File: config.mk
export PLATFORM = sky130hd
export DESIGN_NAME = json_string_unescape_utf8_check_flat
export DESIGN_NICKNAME = d
export VERILOG_FILES = /design/src/sv/jsu_pkg.sv /design/src/sv/jsu_in_if.sv /design/src/sv/jsu_out_if.sv /design/src/sv/json_string_unescape_utf8_check.sv /design/src/sv/jsu_decode.sv /design/src/flat_wrapper.sv
export SDC_FILE = /design/constraint.sdc
export NUM_CORES = 1
export LEC_CHECK = 0
export BUFFER_PORTS_ARGS = -buffer_cell sky130_fd_sc_hd__buf_2
export CORE_AREA = 2 2 136 138
export CTS_BUF_LIST = sky130_fd_sc_hd__clkbuf_16
export CTS_CLUSTER_DIAMETER = 120
export DETAILED_ROUTE_END_ITERATION = 16
export DIE_AREA = 0 0 138 140
export GPL_ROUTABILITY_DRIVEN = 0
export SKIP_CTS_REPAIR_TIMING = 1
export SYNTH_ARGS = -nofsm -noshare
export SYNTH_HDL_FRONTEND = slang
export SYNTH_HIERARCHICAL = 1
export SYNTH_SLANG_ARGS = --single-unit
File: constraint.sdc
create_clock -name clk_i -period 4.3 [get_ports clk_i]
set_input_delay 1.29 -clock clk_i [delete_from_list [all_inputs] [get_ports clk_i]]
set_output_delay 1.29 -clock clk_i [all_outputs]
set_load 0.02 [all_outputs]
File: src/sv/jsu_pkg.sv
// Shared types and constants for the JSON string unescape / UTF-8 check block.
// Used by the decoder and the top level. No dependencies.
package jsu_pkg;

  // Result kinds
  localparam logic [1:0] KIND_DATA  = 2'd0;
  localparam logic [1:0] KIND_END   = 2'd1;
  localparam logic [1:0] KIND_ERROR = 2'd2;

  // Error codes
  localparam logic [3:0] ERR_UNTERMINATED = 4'd0;
  localparam logic [3:0] ERR_END_AFTER_BS = 4'd1;
  localparam logic [3:0] ERR_BAD_ESCAPE   = 4'd2;
  localparam logic [3:0] ERR_SHORT_U      = 4'd3;
  localparam logic [3:0] ERR_BAD_HEX      = 4'd4;
  localparam logic [3:0] ERR_LONE_HIGH    = 4'd5;
  localparam logic [3:0] ERR_BAD_LOW      = 4'd6;
  localparam logic [3:0] ERR_LONE_LOW     = 4'd7;
  localparam logic [3:0] ERR_CONTROL      = 4'd8;
  localparam logic [3:0] ERR_BAD_LEAD     = 4'd9;
  localparam logic [3:0] ERR_SHORT_UTF8   = 4'd10;
  localparam logic [3:0] ERR_BAD_CONT     = 4'd11;

  localparam int unsigned MaxData = 4;

  // Everything one input item releases: up to four data bytes, then an
  // optional end or error result.
  typedef struct packed {
    logic [2:0]            n_data;
    logic [MaxData-1:0][7:0] data;
    logic                  term;
    logic [1:0]            term_kind;
    logic [3:0]            term_code;
  } bundle_t;

endpackage

File: src/sv/jsu_in_if.sv
// Input channel: one raw string byte per item.
// Depends on nothing.
interface jsu_in_if;
  logic       valid;
  logic       ready;
  logic [7:0] in_byte;
  logic       final_req;

  modport source (output valid, output in_byte, output final_req, input ready);
  modport sink   (input valid, input in_byte, input final_req, output ready);
endinterface

File: src/sv/jsu_out_if.sv
// Output channel: one decoded byte, end or error result per item.
// Depends on nothing.
interface jsu_out_if;
  logic       valid;
  logic       ready;
  logic [1:0] kind;
  logic [7:0] out_byte;
  logic [3:0] error_code;
  logic       last;

  modport source (output valid, output kind, output out_byte, output error_code,
                  output last, input ready);
  modport sink   (input valid, input kind, input out_byte, input error_code,
                  input last, output ready);
endinterface

File: src/sv/json_string_unescape_utf8_check.sv
// JSON string body decoder with UTF-8 validation. Raw bytes of a string body
// (after the opening quote) go in one per item; decoded UTF-8 bytes come out,
// followed by an end result on the closing quote or an error result on any
// fault, after which the decoder is back at its initial state. Rate: one
// input item per cycle, while the output is ready, whenever that item yields
// at most one result. An item that yields more (up to four data bytes plus
// an end or error) holds the input until all have left; the result register
// drains one result per cycle while the output is ready. The next item is
// taken in the cycle its last result leaves. Items that yield nothing never
// stall. No clearing pass after reset.
// Depends on jsu_pkg, jsu_in_if, jsu_out_if and jsu_decode.
module json_string_unescape_utf8_check (
  input  logic        clk_i,
  input  logic        rst_ni,
  jsu_in_if.sink      in_i,
  jsu_out_if.source   out_o
);

  jsu_pkg::bundle_t bnd_d;   // results of the item being accepted
  jsu_pkg::bundle_t bnd_q;   // results still being handed out
  logic [2:0] rem_q, rem_d;  // results left in bnd_q
  logic [2:0] idx_q, idx_d;  // next result to show
  logic       take;
  logic       out_fire;
  logic       show_data;

  assign out_fire = out_o.valid && out_o.ready;

  // Free when empty, or when the last pending result leaves this cycle.
  assign in_i.ready = (rem_q == 3'd0) || ((rem_q == 3'd1) && out_o.ready);
  assign take       = in_i.valid && in_i.ready;

  jsu_decode u_decode (
    .clk_i       (clk_i),
    .rst_ni      (rst_ni),
    .take_i      (take),
    .in_byte_i   (in_i.in_byte),
    .final_req_i (in_i.final_req),
    .bundle_o    (bnd_d)
  );

  always_comb begin
    rem_d = rem_q;
    idx_d = idx_q;
    if (take) begin
      rem_d = bnd_d.n_data + {2'b00, bnd_d.term};
      idx_d = 3'd0;
    end else if (out_fire) begin
      rem_d = rem_q - 3'd1;
      idx_d = idx_q + 3'd1;
    end
  end

  always_ff @(posedge clk_i or negedge rst_ni) begin
    if (!rst_ni) begin
      rem_q <= 3'd0;
      idx_q <= 3'd0;
    end else begin
      rem_q <= rem_d;
      idx_q <= idx_d;
    end
  end

  always_ff @(posedge clk_i) begin
    if (take) bnd_q <= bnd_d;
  end

  // Data bytes first, the end or error result after them.
  assign show_data        = idx_q < bnd_q.n_data;
  assign out_o.valid      = rem_q != 3'd0;
  assign out_o.kind       = show_data ? jsu_pkg::KIND_DATA : bnd_q.term_kind;
  assign out_o.out_byte   = show_data ? bnd_q.data[idx_q[1:0]] : 8'h00;
  assign out_o.error_code = show_data ? jsu_pkg::ERR_UNTERMINATED : bnd_q.term_code;
  assign out_o.last       = !show_data;

endmodule

File: src/sv/jsu_decode.sv
// Decoder state and per-byte decode logic: escapes, \u, surrogates, UTF-8 checks.
// Depends on jsu_pkg.
module jsu_decode (
  input  logic             clk_i,
  input  logic             rst_ni,
  input  logic             take_i,
  input  logic [7:0]       in_byte_i,
  input  logic             final_req_i,
  output jsu_pkg::bundle_t bundle_o
);

  localparam logic [3:0] PH_BODY   = 4'd0;
  localparam logic [3:0] PH_ESC    = 4'd1;
  localparam logic [3:0] PH_HEXHI  = 4'd2;
  localparam logic [3:0] PH_WANTBS = 4'd3;
  localparam logic [3:0] PH_WANTU  = 4'd4;
  localparam logic [3:0] PH_HEXLO  = 4'd5;
  localparam logic [3:0] PH_UTF2   = 4'd6;
  localparam logic [3:0] PH_UTF3   = 4'd7;
  localparam logic [3:0] PH_UTF4   = 4'd8;

  logic [3:0]  phase_q, phase_d;
  logic [1:0]  hex_cnt_q, hex_cnt_d;
  logic [11:0] hex_acc_q, hex_acc_d;   // first three digits
  logic        hex_bad_q, hex_bad_d;
  logic [9:0]  high_q, high_d;         // high surrogate minus D800
  logic [1:0]  u8_rem_q, u8_rem_d;
  logic [23:0] u8_held_q, u8_held_d;
  logic        cont_bad_q, cont_bad_d;

  jsu_pkg::bundle_t bnd;

  // digit value in [3:0], bit 4 set for a non-hex byte
  function automatic logic [4:0] hex_val(input logic [7:0] c);
    logic [4:0] r;
    r = 5'h10;
    if (c inside {[8'h30:8'h39]}) r = {1'b0, c[3:0]};
    else if (c inside {[8'h61:8'h66], [8'h41:8'h46]})
      r = {1'b0, c[3:0] + 4'd9};
    return r;
  endfunction

  // UTF-8 encode of a code point
  function automatic jsu_pkg::bundle_t encode(input logic [20:0] cp);
    jsu_pkg::bundle_t b;
    b = '0;
    if (cp <= 21'h7F) begin
      b.n_data  = 3'd1;
      b.data[0] = cp[7:0];
    end else if (cp <= 21'h7FF) begin
      b.n_data  = 3'd2;
      b.data[0] = {3'b110, cp[10:6]};
      b.data[1] = {2'b10, cp[5:0]};
    end else if (cp <= 21'hFFFF) begin
      b.n_data  = 3'd3;
      b.data[0] = {4'b1110, cp[15:12]};
      b.data[1] = {2'b10, cp[11:6]};
      b.data[2] = {2'b10, cp[5:0]};
    end else begin
      b.n_data  = 3'd4;
      b.data[0] = {5'b11110, cp[20:18]};
      b.data[1] = {2'b10, cp[17:12]};
      b.data[2] = {2'b10, cp[11:6]};
      b.data[3] = {2'b10, cp[5:0]};
    end
    return b;
  endfunction

  always_comb begin
    logic [4:0]  hv;
    logic        bad_n;
    logic [15:0] acc16;
    logic        cb_n;
    logic [1:0]  rem_n;
    logic        done;   // item finished back in the body: a final byte closes with error 0
    logic        err;
    logic [3:0]  code;

    phase_d    = phase_q;
    hex_cnt_d  = hex_cnt_q;
    hex_acc_d  = hex_acc_q;
    hex_bad_d  = hex_bad_q;
    high_d     = high_q;
    u8_rem_d   = u8_rem_q;
    u8_held_d  = u8_held_q;
    cont_bad_d = cont_bad_q;
    bnd        = '0;
    done       = 1'b0;
    err        = 1'b0;
    code       = jsu_pkg::ERR_UNTERMINATED;

    hv    = hex_val(in_byte_i);
    bad_n = hex_bad_q | hv[4];
    acc16 = {hex_acc_q, hv[3:0] & {4{~hv[4]}}};
    cb_n  = cont_bad_q | (in_byte_i[7:6] != 2'b10);
    rem_n = u8_rem_q - 2'd1;

    case (phase_q)
      PH_BODY: begin
        if (in_byte_i == 8'h22) begin
          bnd.term      = 1'b1;
          bnd.term_kind = jsu_pkg::KIND_END;
          phase_d       = PH_BODY;
        end else if (in_byte_i == 8'h5C) begin
          if (final_req_i) begin
            err = 1'b1; code = jsu_pkg::ERR_END_AFTER_BS;
          end else begin
            phase_d = PH_ESC;
          end
        end else if (in_byte_i < 8'h20) begin
          err = 1'b1; code = jsu_pkg::ERR_CONTROL;
        end else if (in_byte_i < 8'h80) begin
          bnd.n_data  = 3'd1;
          bnd.data[0] = in_byte_i;
          done        = 1'b1;
        end else if (in_byte_i[7:5] == 3'b110 || in_byte_i[7:4] == 4'b1110 ||
                     in_byte_i[7:3] == 5'b11110) begin
          if (final_req_i) begin
            err = 1'b1; code = jsu_pkg::ERR_SHORT_UTF8;
          end else begin
            u8_held_d  = {16'h0000, in_byte_i};
            cont_bad_d = 1'b0;
            if (!in_byte_i[5]) begin
              u8_rem_d = 2'd1; phase_d = PH_UTF2;
            end else if (!in_byte_i[4]) begin
              u8_rem_d = 2'd2; phase_d = PH_UTF3;
            end else begin
              u8_rem_d = 2'd3; phase_d = PH_UTF4;
            end
          end
        end else begin
          err = 1'b1; code = jsu_pkg::ERR_BAD_LEAD;
        end
      end
      PH_ESC: begin
        bnd.n_data = 3'd1;
        done       = 1'b1;
        case (in_byte_i)
          8'h22, 8'h5C, 8'h2F: bnd.data[0] = in_byte_i;
          8'h62:               bnd.data[0] = 8'h08;
          8'h66:               bnd.data[0] = 8'h0C;
          8'h6E:               bnd.data[0] = 8'h0A;
          8'h72:               bnd.data[0] = 8'h0D;
          8'h74:               bnd.data[0] = 8'h09;
          8'h75: begin
            bnd.n_data = 3'd0;
            done       = 1'b0;
            if (final_req_i) begin
              err = 1'b1; code = jsu_pkg::ERR_SHORT_U;
            end else begin
              phase_d   = PH_HEXHI;
              hex_cnt_d = 2'd0;
              hex_acc_d = '0;
              hex_bad_d = 1'b0;
            end
          end
          default: begin
            bnd.n_data = 3'd0;
            done       = 1'b0;
            err = 1'b1; code = jsu_pkg::ERR_BAD_ESCAPE;
          end
        endcase
        if (done) phase_d = PH_BODY;
      end
      PH_HEXHI, PH_HEXLO: begin
        if (hex_cnt_q != 2'd3) begin
          hex_cnt_d = hex_cnt_q + 2'd1;
          hex_acc_d = acc16[11:0];
          hex_bad_d = bad_n;
          if (final_req_i) begin
            err = 1'b1; code = jsu_pkg::ERR_SHORT_U;
          end
        end else if (bad_n) begin
          err = 1'b1; code = jsu_pkg::ERR_BAD_HEX;
        end else if (phase_q == PH_HEXHI) begin
          if (acc16 inside {[16'hD800:16'hDBFF]}) begin
            if (final_req_i) begin
              err = 1'b1; code = jsu_pkg::ERR_LONE_HIGH;
            end else begin
              high_d  = acc16[9:0];
              phase_d = PH_WANTBS;
            end
          end else if (acc16 inside {[16'hDC00:16'hDFFF]}) begin
            err = 1'b1; code = jsu_pkg::ERR_LONE_LOW;
          end else begin
            bnd     = encode({5'd0, acc16});
            done    = 1'b1;
            phase_d = PH_BODY;
          end
        end else begin
          if (!(acc16 inside {[16'hDC00:16'hDFFF]})) begin
            err = 1'b1; code = jsu_pkg::ERR_BAD_LOW;
          end else begin
            // 0x10000 + (high - D800) * 1024 + (low - DC00)
            bnd     = encode(21'h10000 + {1'b0, high_q, acc16[9:0]});
            done    = 1'b1;
            phase_d = PH_BODY;
          end
        end
      end
      PH_WANTBS: begin
        if (in_byte_i != 8'h5C || final_req_i) begin
          err = 1'b1; code = jsu_pkg::ERR_LONE_HIGH;
        end else begin
          phase_d = PH_WANTU;
        end
      end
      PH_WANTU: begin
        if (in_byte_i != 8'h75) begin
          err = 1'b1; code = jsu_pkg::ERR_LONE_HIGH;
        end else if (final_req_i) begin
          err = 1'b1; code = jsu_pkg::ERR_SHORT_U;
        end else begin
          phase_d   = PH_HEXLO;
          hex_cnt_d = 2'd0;
          hex_acc_d = '0;
          hex_bad_d = 1'b0;
        end
      end
      PH_UTF2, PH_UTF3, PH_UTF4: begin
        u8_held_d  = {u8_held_q[15:0], in_byte_i};
        cont_bad_d = cb_n;
        u8_rem_d   = rem_n;
        if (rem_n != 2'd0) begin
          if (final_req_i) begin
            err = 1'b1; code = jsu_pkg::ERR_SHORT_UTF8;
          end
        end else if (cb_n) begin
          err = 1'b1; code = jsu_pkg::ERR_BAD_CONT;
        end else begin
          done    = 1'b1;
          phase_d = PH_BODY;
          if (phase_q == PH_UTF2) begin
            bnd.n_data = 3'd2;
            bnd.data[0] = u8_held_q[7:0];
            bnd.data[1] = in_byte_i;
          end else if (phase_q == PH_UTF3) begin
            bnd.n_data = 3'd3;
            bnd.data[0] = u8_held_q[15:8];
            bnd.data[1] = u8_held_q[7:0];
            bnd.data[2] = in_byte_i;
          end else begin
            bnd.n_data = 3'd4;
            bnd.data[0] = u8_held_q[23:16];
            bnd.data[1] = u8_held_q[15:8];
            bnd.data[2] = u8_held_q[7:0];
            bnd.data[3] = in_byte_i;
          end
        end
      end
      default: begin
        phase_d = PH_BODY;
      end
    endcase

    if (err) begin
      bnd.term      = 1'b1;
      bnd.term_kind = jsu_pkg::KIND_ERROR;
      bnd.term_code = code;
      phase_d       = PH_BODY;
      hex_cnt_d     = 2'd0;
      hex_bad_d     = 1'b0;
      u8_rem_d      = 2'd0;
      cont_bad_d    = 1'b0;
    end else if (done && final_req_i) begin
      bnd.term      = 1'b1;
      bnd.term_kind = jsu_pkg::KIND_ERROR;
      bnd.term_code = jsu_pkg::ERR_UNTERMINATED;
      phase_d       = PH_BODY;
    end
  end

  assign bundle_o = bnd;

  always_ff @(posedge clk_i or negedge rst_ni) begin
    if (!rst_ni) begin
      phase_q    <= PH_BODY;
      hex_cnt_q  <= 2'd0;
      hex_bad_q  <= 1'b0;
      u8_rem_q   <= 2'd0;
      cont_bad_q <= 1'b0;
    end else if (take_i) begin
      phase_q    <= phase_d;
      hex_cnt_q  <= hex_cnt_d;
      hex_bad_q  <= hex_bad_d;
      u8_rem_q   <= u8_rem_d;
      cont_bad_q <= cont_bad_d;
    end
  end

  always_ff @(posedge clk_i) begin
    if (take_i) begin
      hex_acc_q <= hex_acc_d;
      high_q    <= high_d;
      u8_held_q <= u8_held_d;
    end
  end

endmodule
File: src/flat_wrapper.sv
// flat-port wrapper written by rule: the top's interface ports become plain ports
module json_string_unescape_utf8_check_flat 
  (clk_i, rst_ni, in_i_valid, in_i_in_byte, in_i_final_req, in_i_ready, out_o_valid, out_o_kind, out_o_out_byte, out_o_error_code, out_o_last, out_o_ready);
  jsu_in_if in_i_i ();
  jsu_out_if out_o_i ();
  input  logic clk_i;
  input  logic rst_ni;
  input wire logic [$bits(in_i_i.valid)-1:0] in_i_valid;
  input wire logic [$bits(in_i_i.in_byte)-1:0] in_i_in_byte;
  input wire logic [$bits(in_i_i.final_req)-1:0] in_i_final_req;
  output wire logic [$bits(in_i_i.ready)-1:0] in_i_ready;
  output wire logic [$bits(out_o_i.valid)-1:0] out_o_valid;
  output wire logic [$bits(out_o_i.kind)-1:0] out_o_kind;
  output wire logic [$bits(out_o_i.out_byte)-1:0] out_o_out_byte;
  output wire logic [$bits(out_o_i.error_code)-1:0] out_o_error_code;
  output wire logic [$bits(out_o_i.last)-1:0] out_o_last;
  input wire logic [$bits(out_o_i.ready)-1:0] out_o_ready;
  assign in_i_i.valid = in_i_valid;
  assign in_i_i.in_byte = in_i_in_byte;
  assign in_i_i.final_req = in_i_final_req;
  assign in_i_ready = in_i_i.ready;
  assign out_o_valid = out_o_i.valid;
  assign out_o_kind = out_o_i.kind;
  assign out_o_out_byte = out_o_i.out_byte;
  assign out_o_error_code = out_o_i.error_code;
  assign out_o_last = out_o_i.last;
  assign out_o_i.ready = out_o_ready;
  json_string_unescape_utf8_check u_core (.clk_i(clk_i), .rst_ni(rst_ni), .in_i(in_i_i), .out_o(out_o_i));
endmodule
==> metrics, run 1 <==
R2R setup slack=1.01 ns; sequential share of power=0.380; Die H=140 um; startpoint types=input pin; largest net degree at the start of global routing=52; max cap viols=0; drt pass-1 iters=5; Yosys top cell by area=edfxtp_1; share of the synthesized area in the top cell type=0.381; Post-Syn Instances=677; hold depth=1; Compound-Gate Fraction of Synth Area=0.189; element type at the critical path end=register; fin. max-slew vios=0; CTS root buf=clkbuf_16; Setup Crit Path Kind=input pin to register; TritonCTS Buffers=9; synth cell count leaders=edfxtp_1, nand2_1, nor2_1; Worst Reg2Reg Path Length in Cells=13; multiplexer share of the synthesized area=0.0598; DP Worst Slack=-0.194 ns; final worst slack=0.185 ns; most frequent cell after synthesis=edfxtp_1; DRC errors left=0; Synth Area in Simple Gates=0.230; Max Root-Sink Buffers=2; post-synthesis adder-cell area fraction=0.0292; Setup Viol. Count Final=0; Pint=0.00248 W; CTS tree=yes; final core occ=0.455; drt wl/cell=20.3 um; Iteration-0 DRC Markers=774; Max Clock Skew=0.0141 ns; Clock Sinks=103; vias in the first global route=5627; FFs w/ async S/R, synth=0.155; Worst Tran Pin Value=0.844 ns; Synth-to-Final Area Change=17.8%; Initial Util=0.386; syn_nets=706; io pins=30; Fin Setup TNS=0 ns; synth warn=6; Yosys reg bits=103; Antenna Cells=0; initial antenna violation count=0; fmax=243 MHz; fin crit period=4.12 ns; Tot Pwr=0.00391 W; Total GRT Usage=0.209; register area share after synthesis=0.439; worst path arrival time=4.34 ns; core area=17800 um2; VDD IR max=0.333 mV; IO Port Bufs=29; CTS clk-pin slew, worst paths=0.07 ns; Post-synth top flop=edfxtp_1; Routed Antenna Nets=0; Logic pwr share=0.395; via count=5823; Hold WC Path Type=register to register; area of the die=19300 um2; Final Cycle Share=0.957; Vias per Instance=5.89; Synth Cell Area=6860 um2; cell row count=49; FILL cells=1679; share of layout cells above drive strength 1=0.258; xor/xnor share of the synthesized area=0.00383; post-detail-place hpwl=15.1 mm; first-pass GRT wire length=31.9 mm; PwrDens=483 nW/um2; final hold violation count=0; Leakage=3.08 nW; largest family of logic cells by synthesized area=simple AND/OR/NAND/NOR gates; DP Area=7720 um2; clk_lat worst skew=0.36 ns; final instance area=8080 um2; sw frac=0.364; GRT overflow=0; unrepaired setup endpoints after global routing=no; H-tree levels=3; Psw=0.00142 W; synth top area cells=edfxtp_1, dfrtp_1, nand2_1; Routed Wire Length=20.0 mm; Syn Area/Cell=10.1 um2; crit-path max FO=4; Yosys cell types=94; part of the power in the clock network=0.225; Max-Slew Margin vs Limit=0.436; status=finished clean; Layout Nets=783; number of flops mapped to enable cells by yosys=87; Die Span X=138 um; CP required=4.53 ns
[cell type report]
class	instances	area, um2	area share
multi-input cells	501	3600	0.446
repair buffers	111	764	0.0946
inverters	28	105	0.0130
flip-flops and latches	103	3010	0.373
well taps	229	287	0.0354
clock buffers	9	225	0.0279
clock inverters	7	87.6	0.0108
[critical path, stage by stage]
cell and delay (ns):
buf_2 0.11, or4b_4 0.58, nor3_4 0.26, buf_4 0.15, o21ba_4 0.12, and2_4 0.14
a21oi_1 0.06, or4_1 0.45, or3_1 0.41, ha_1 0.21, ha_1 0.19, xor2_1 0.16
mux2i_1 0.14, o21ai_1 0.07
[per-stage QoR]
step / hold WS, ns / instances
2_1_floorplan: 0.424 / 677
3_3_place_gp: 0.490 / 971
3_5_place_dp: 0.509 / 971
4_1_cts: 0.518 / 987
5_1_grt: 0.534 / 988
6_report: 0.509 / 988
[sequential cells by signal (all words and copies together) (netlist names)]
name / flops
u_core/u_decode/u8_rem_q: 2
u_core/u_decode/cont_bad_q: 1
u_core/u_decode/hex_cnt_q: 2
u_core/u_decode/phase_q: 4
u_core/u_decode/high_q: 10
u_core/idx_q: 3
u_core/u_decode/u8_held_q: 24
u_core/bnd_q: 41
u_core/rem_q: 3
u_core/u_decode/hex_acc_q: 12
u_core/u_decode/hex_bad_q: 1
[layout by cell type (no fill, tap or decap), types with 8 or more instances in the layout]
cell type,n
a21o_1,10
and2_4,8
nand2_1,72
nand3_1,17
mux4_2,8
nor2b_1,30
inv_1,28
edfxtp_1,87
nor3_1,12
o21ai_1,18
o21ai_0,26
clkbuf_16,9
ha_1,14
and2_1,10
and3_1,10
dfrtp_1,16
a21oi_1,28
a222oi_1,15
o211ai_1,10
mux2i_1,11
nor2_1,51
buf_2,29
buf_4,81
[power by group through the flow]
stage / logic, W / registers (W) / clock network (W)
floorplan: 0.00115 / 0.00143 / 0
global placement: 0.00151 / 0.00149 / 0
detailed placement: 0.00154 / 0.00150 / 0
CTS: 0.00154 / 0.00148 / 0.000895
global route: 0.00170 / 0.00150 / 0.000930
finish: 0.00154 / 0.00148 / 0.000879
[kinds of logic after synthesis]
family          after synthesis
compound gates              177
flops                       103
other cells                   1
xor+xnor                      3
buf+inv                      73
mux                          29
fa+ha+maj                    16
simple gates                275
[path summary, 6_finish.rpt]
kind                                         startpoint                      endpoint
max                                     in_i_in_byte[3]               u_core/rem_q[2]
min                        u_core/u_decode/hex_cnt_q[0]  u_core/u_decode/hex_cnt_q[0]
max reg2reg                  u_core/u_decode/phase_q[1]               u_core/rem_q[2]
min reg2reg                u_core/u_decode/hex_cnt_q[0]  u_core/u_decode/hex_cnt_q[0]
max in group asynchronous                        rst_ni  u_core/u_decode/hex_cnt_q[1]
min in group asynchronous                        rst_ni    u_core/u_decode/phase_q[2]
[routing by layer]
metal  share of wire  GRT usage
met5               0          0
met4           0.032     0.0924
met3           0.072     0.0315
met2            0.45      0.320
met1            0.45      0.296
No activity file was read; power rests on OpenSTA's default activity.
==> run 2: changes to the inputs <==
--- a/config.mk
+++ b/config.mk
@@ -5,12 +5,13 @@
 export SDC_FILE = /design/constraint.sdc
 export NUM_CORES = 1
 export LEC_CHECK = 0
-export BUFFER_PORTS_ARGS = -buffer_cell sky130_fd_sc_hd__buf_2
-export CORE_AREA = 2 2 136 138
+export ABC_AREA = 1
+export CORE_AREA = 2 2 139 141
 export CTS_BUF_LIST = sky130_fd_sc_hd__clkbuf_16
 export CTS_CLUSTER_DIAMETER = 120
 export DETAILED_ROUTE_END_ITERATION = 16
-export DIE_AREA = 0 0 138 140
+export DIE_AREA = 0 0 141 143
+export DONT_BUFFER_PORTS = 1
 export GPL_ROUTABILITY_DRIVEN = 0
 export SKIP_CTS_REPAIR_TIMING = 1
 export SYNTH_ARGS = -nofsm -noshare
==> run 2 against run 1 <==
Cell count up 18%. Global-route usage up 1.5 points. Cell area down 4.2%. Critical path type unchanged. Critical endpoint unchanged. Largest cell class unchanged. Highest routed layer unchanged.
==> metrics, run 2 <==
vias in the first global route=6232 (was 5627); Logic pwr share=0.430 (was 0.395); Post-Syn Instances=930 (was 677); core area=18600 um2 (was 17800 um2); Worst path max stage delay=0.24 ns (was 0.58 ns); origin of the worst setup path=in_i_in_byte[0] (was in_i_in_byte[3]); CP max-delay cell=ha_1 (was or4b_4); GRT overflow=0 (unchanged); reg2reg start=u_core/u_decode/high_q[6] (was u_core/u_decode/phase_q[1]); register area share after synthesis=0.419 (was 0.439); Max Clock Skew=0.0112 ns (was 0.0141 ns); cell mode on critical path=nand2_1 (was ha_1); fin. max-slew vios=0 (unchanged); Top reg by flops=u_core/bnd_q (unchanged); fmax=272 MHz (was 243 MHz); Synth Cell Area=7190 um2 (was 6860 um2); clk_lat worst skew=0.37 ns (was 0.36 ns); worst path arrival time=3.95 ns (was 4.34 ns); Max-Slew Margin vs Limit=0.470 (was 0.436); final hold violation count=0 (unchanged); Final Cycle Share=0.856 (was 0.957); status=finished clean (unchanged); Fin Setup TNS=0 ns (unchanged); Hold WC Path Type=register to register (unchanged); drt pass-1 iters=5 (unchanged); unrepaired setup endpoints after global routing=no (unchanged); Routed Wire Length=22.1 mm (was 20.0 mm); VDD IR max=0.232 mV (was 0.333 mV); TritonCTS Buffers=9 (unchanged); Psw=0.00179 W (was 0.00142 W); WHS=0.496 ns (was 0.509 ns); Final Non-Filler Cells=1170 (was 988); Leakage=3.36 nW (was 3.08 nW); number of flops mapped to enable cells by yosys=87 (unchanged); initial antenna violation count=0 (unchanged); Yosys top cell by area=edfxtp_1 (unchanged); Total GRT Usage=0.224 (was 0.209); most frequent cell after synthesis=nand2_1 (was edfxtp_1); share of the synthesized area in the top cell type=0.363 (was 0.381); Syn Area/Cell=7.73 um2 (was 10.1 um2); Top delay family on crit path=simple AND/OR/NAND/NOR gates (unchanged); Die H=143 um (was 140 um); startpoint types=input pin (unchanged); synth warn=6 (unchanged); Layout Nets=960 (was 783); Post-Place Cells=1154 (was 971); hold path startpoint=u_core/rem_q[1] (was u_core/u_decode/hex_cnt_q[0]); crit-path max FO=8 (was 4); Worst Tran Pin Value=0.794 ns (was 0.844 ns); Bufs and invs on worst path=4 (was 2); Max Root-Sink Buffers=2 (unchanged); sw frac=0.450 (was 0.364); Yosys cell types=58 (was 94); Largest register FFs=41 (unchanged); CTS clk-pin slew, worst paths=0.08 ns (was 0.07 ns); CTS tree=yes (unchanged); largest net degree at the start of global routing=44 (was 52); Die Span X=141 um (was 138 um); via count=6610 (was 5823); Setup Crit Path Kind=input pin to register (unchanged); FFs w/ async S/R, synth=0.155 (unchanged); Post-synth top flop=edfxtp_1 (unchanged); IO Port Bufs=0 (was 29); sequential share of power=0.363 (was 0.380); Synth-to-Final Area Change=7.73% (was 17.8%); post-detail-place hpwl=16.7 mm (was 15.1 mm); Antenna Cells=0 (unchanged); DRC errors left=0 (unchanged); PwrDens=513 nW/um2 (was 483 nW/um2); H-tree levels=3 (unchanged); most common cell after layout, fill and taps aside=nand2_1 (was edfxtp_1); Initial Util=0.387 (was 0.386); share of layout cells above drive strength 1=0.123 (was 0.258); CTS root buf=clkbuf_16 (unchanged); drt wl/cell=18.9 um (was 20.3 um); Clock Sinks=103 (unchanged); area of the die=20200 um2 (was 19300 um2); most frequent cells in the layout=nand2_1, nor2_1, inv_1 (was edfxtp_1, buf_4, nand2_1); cell row count=50 (was 49); first-pass GRT wire length=34.6 mm (was 31.9 mm); CP required=4.56 ns (was 4.53 ns); Iteration-0 DRC Markers=763 (was 774); syn_nets=959 (was 706); element type at the critical path end=register (unchanged); synth cell count leaders=nand2_1, nor2_1, inv_1 (was edfxtp_1, nand2_1, nor2_1); Pint=0.00219 W (was 0.00248 W); Yosys reg bits=103 (unchanged); io pins=30 (unchanged); synth top area cells=edfxtp_1, nand2_1, nor2_1 (was edfxtp_1, dfrtp_1, nand2_1); crit path cell chain=inv_1 -> buf_4 -> ha_1 -> inv_1 -> nor3_2 -> nand2_1 -> o21a_1 -> nand2_1 -> o21ai_1 -> nand2_1 -> nor2_2 -> nand3_1 -> nand2_1 -> o211ai_1 -> ha_1 -> ha_1 -> inv_1 -> nand2_1 -> nand2_1 -> nand3_1 -> nand3_1 -> nand2_1 (was buf_2 -> or4b_4 -> nor3_4 -> buf_4 -> o21ba_4 -> and2_4 -> a21oi_1 -> or4_1 -> or3_1 -> ha_1 -> ha_1 -> xor2_1 -> mux2i_1 -> o21ai_1); Setup Viol. Count Final=0 (unchanged); Routed Antenna Nets=0 (unchanged); fin crit period=3.68 ns (was 4.12 ns); part of the power in the clock network=0.207 (was 0.225); max cap viols=0 (unchanged); Largest regs=u_core/bnd_q (41), u_core/u_decode/u8_held_q (24), u_core/u_decode/hex_acc_q (12) (unchanged); Vias per Instance=5.65 (was 5.89)
## run 2: cell count changes after synthesis, moves of 17 or more
cell,delta
nand2_1,+105
o21ai_0,+17
clkbuf_1,-23
nand3_1,+54
o22ai_1,+20
nor2b_1,-31
nor2_1,+79
inv_1,+90
## run 2: cell families after synthesis
kind of cell	synth area share
fa+ha+maj	0.0278
compound gates	0.135
simple gates	0.319
buf+inv	0.0938
xor+xnor	0.00487
flops	0.419
other cells	0.000522
## run 2: layer usage
layer  routed length, um  share of wire  GRT usage  up-vias
li1                    -              -          -     3138
met5                   0              0          0        -
met3                2510           0.11     0.0577       39
met1                9590           0.43      0.312     3058
met4                 484          0.022     0.0679        0
met2                9530           0.43      0.344      375
## run 2: final cells by class
type / instances / area [um2]
Fill cell: 1933 / 10800
Multi-Input combinational cell: 667 / 3510
Sequential cell: 103 / 3010
Inverter: 137 / 533
Tap cell: 234 / 293
Clock buffer: 9 / 225
Timing Repair Buffer: 13 / 110
Clock inverter: 7 / 62.6
## run 2: power groups by stage
stage          clock [W]  combinational (W)  sequential, W
2_1_floorplan          0            0.00136        0.00140
3_3_place_gp           0            0.00168        0.00146
3_5_place_dp           0            0.00169        0.00147
4_1_cts         0.000837            0.00169        0.00144
5_1_grt         0.000873            0.00189        0.00146
6_report        0.000821            0.00171        0.00144
## run 2: worst register-to-register path, cell delays in order, from the launching register on
cell	delay (ns)
edfxtp_1	0.53
ha_1	0.28
xnor2_1	0.24
nand2_1	0.10
nor2_1	0.25
nand3_1	0.23
nand2_1	0.14
nand3_2	0.15
nor2_1	0.26
nor2_1	0.07
o21ai_1	0.07
nand2_1	0.09
nand3_1	0.12
ha_1	0.17
ha_1	0.15
nand2_1	0.05
nand2_1	0.06
nand3_1	0.07
nand3_1	0.09
nand2_1	0.05
## run 2: worst paths after layout
| path | endpoint | slack (ns) | cells past startpoint |
|---|---|---|---|
| setup / recovery | u_core/rem_q[2] | 0.62 | 22 |
| hold reg to reg | u_core/rem_q[1] | 0.50 | 2 |
| max in group asynchronous | u_core/u_decode/hex_cnt_q[0] | 3.61 | 0 |
| min in group asynchronous | u_core/idx_q[2] | 0.61 | 0 |
| hold / removal | u_core/rem_q[1] | 0.50 | 2 |
| setup reg to reg | u_core/rem_q[2] | 1.02 | 19 |
## run 2: per-stage QoR
step	area (um2)	utilization	power, W	setup slack, ns
floorplan	7190	-	0.00276	0.0889
global placement	7460	0.401	0.00314	0.383
detailed placement	7460	0.401	0.00315	0.274
CTS	7740	0.417	0.00398	0.667
global route	7740	0.417	0.00423	0.372
finish	7740	0.417	0.00397	0.619
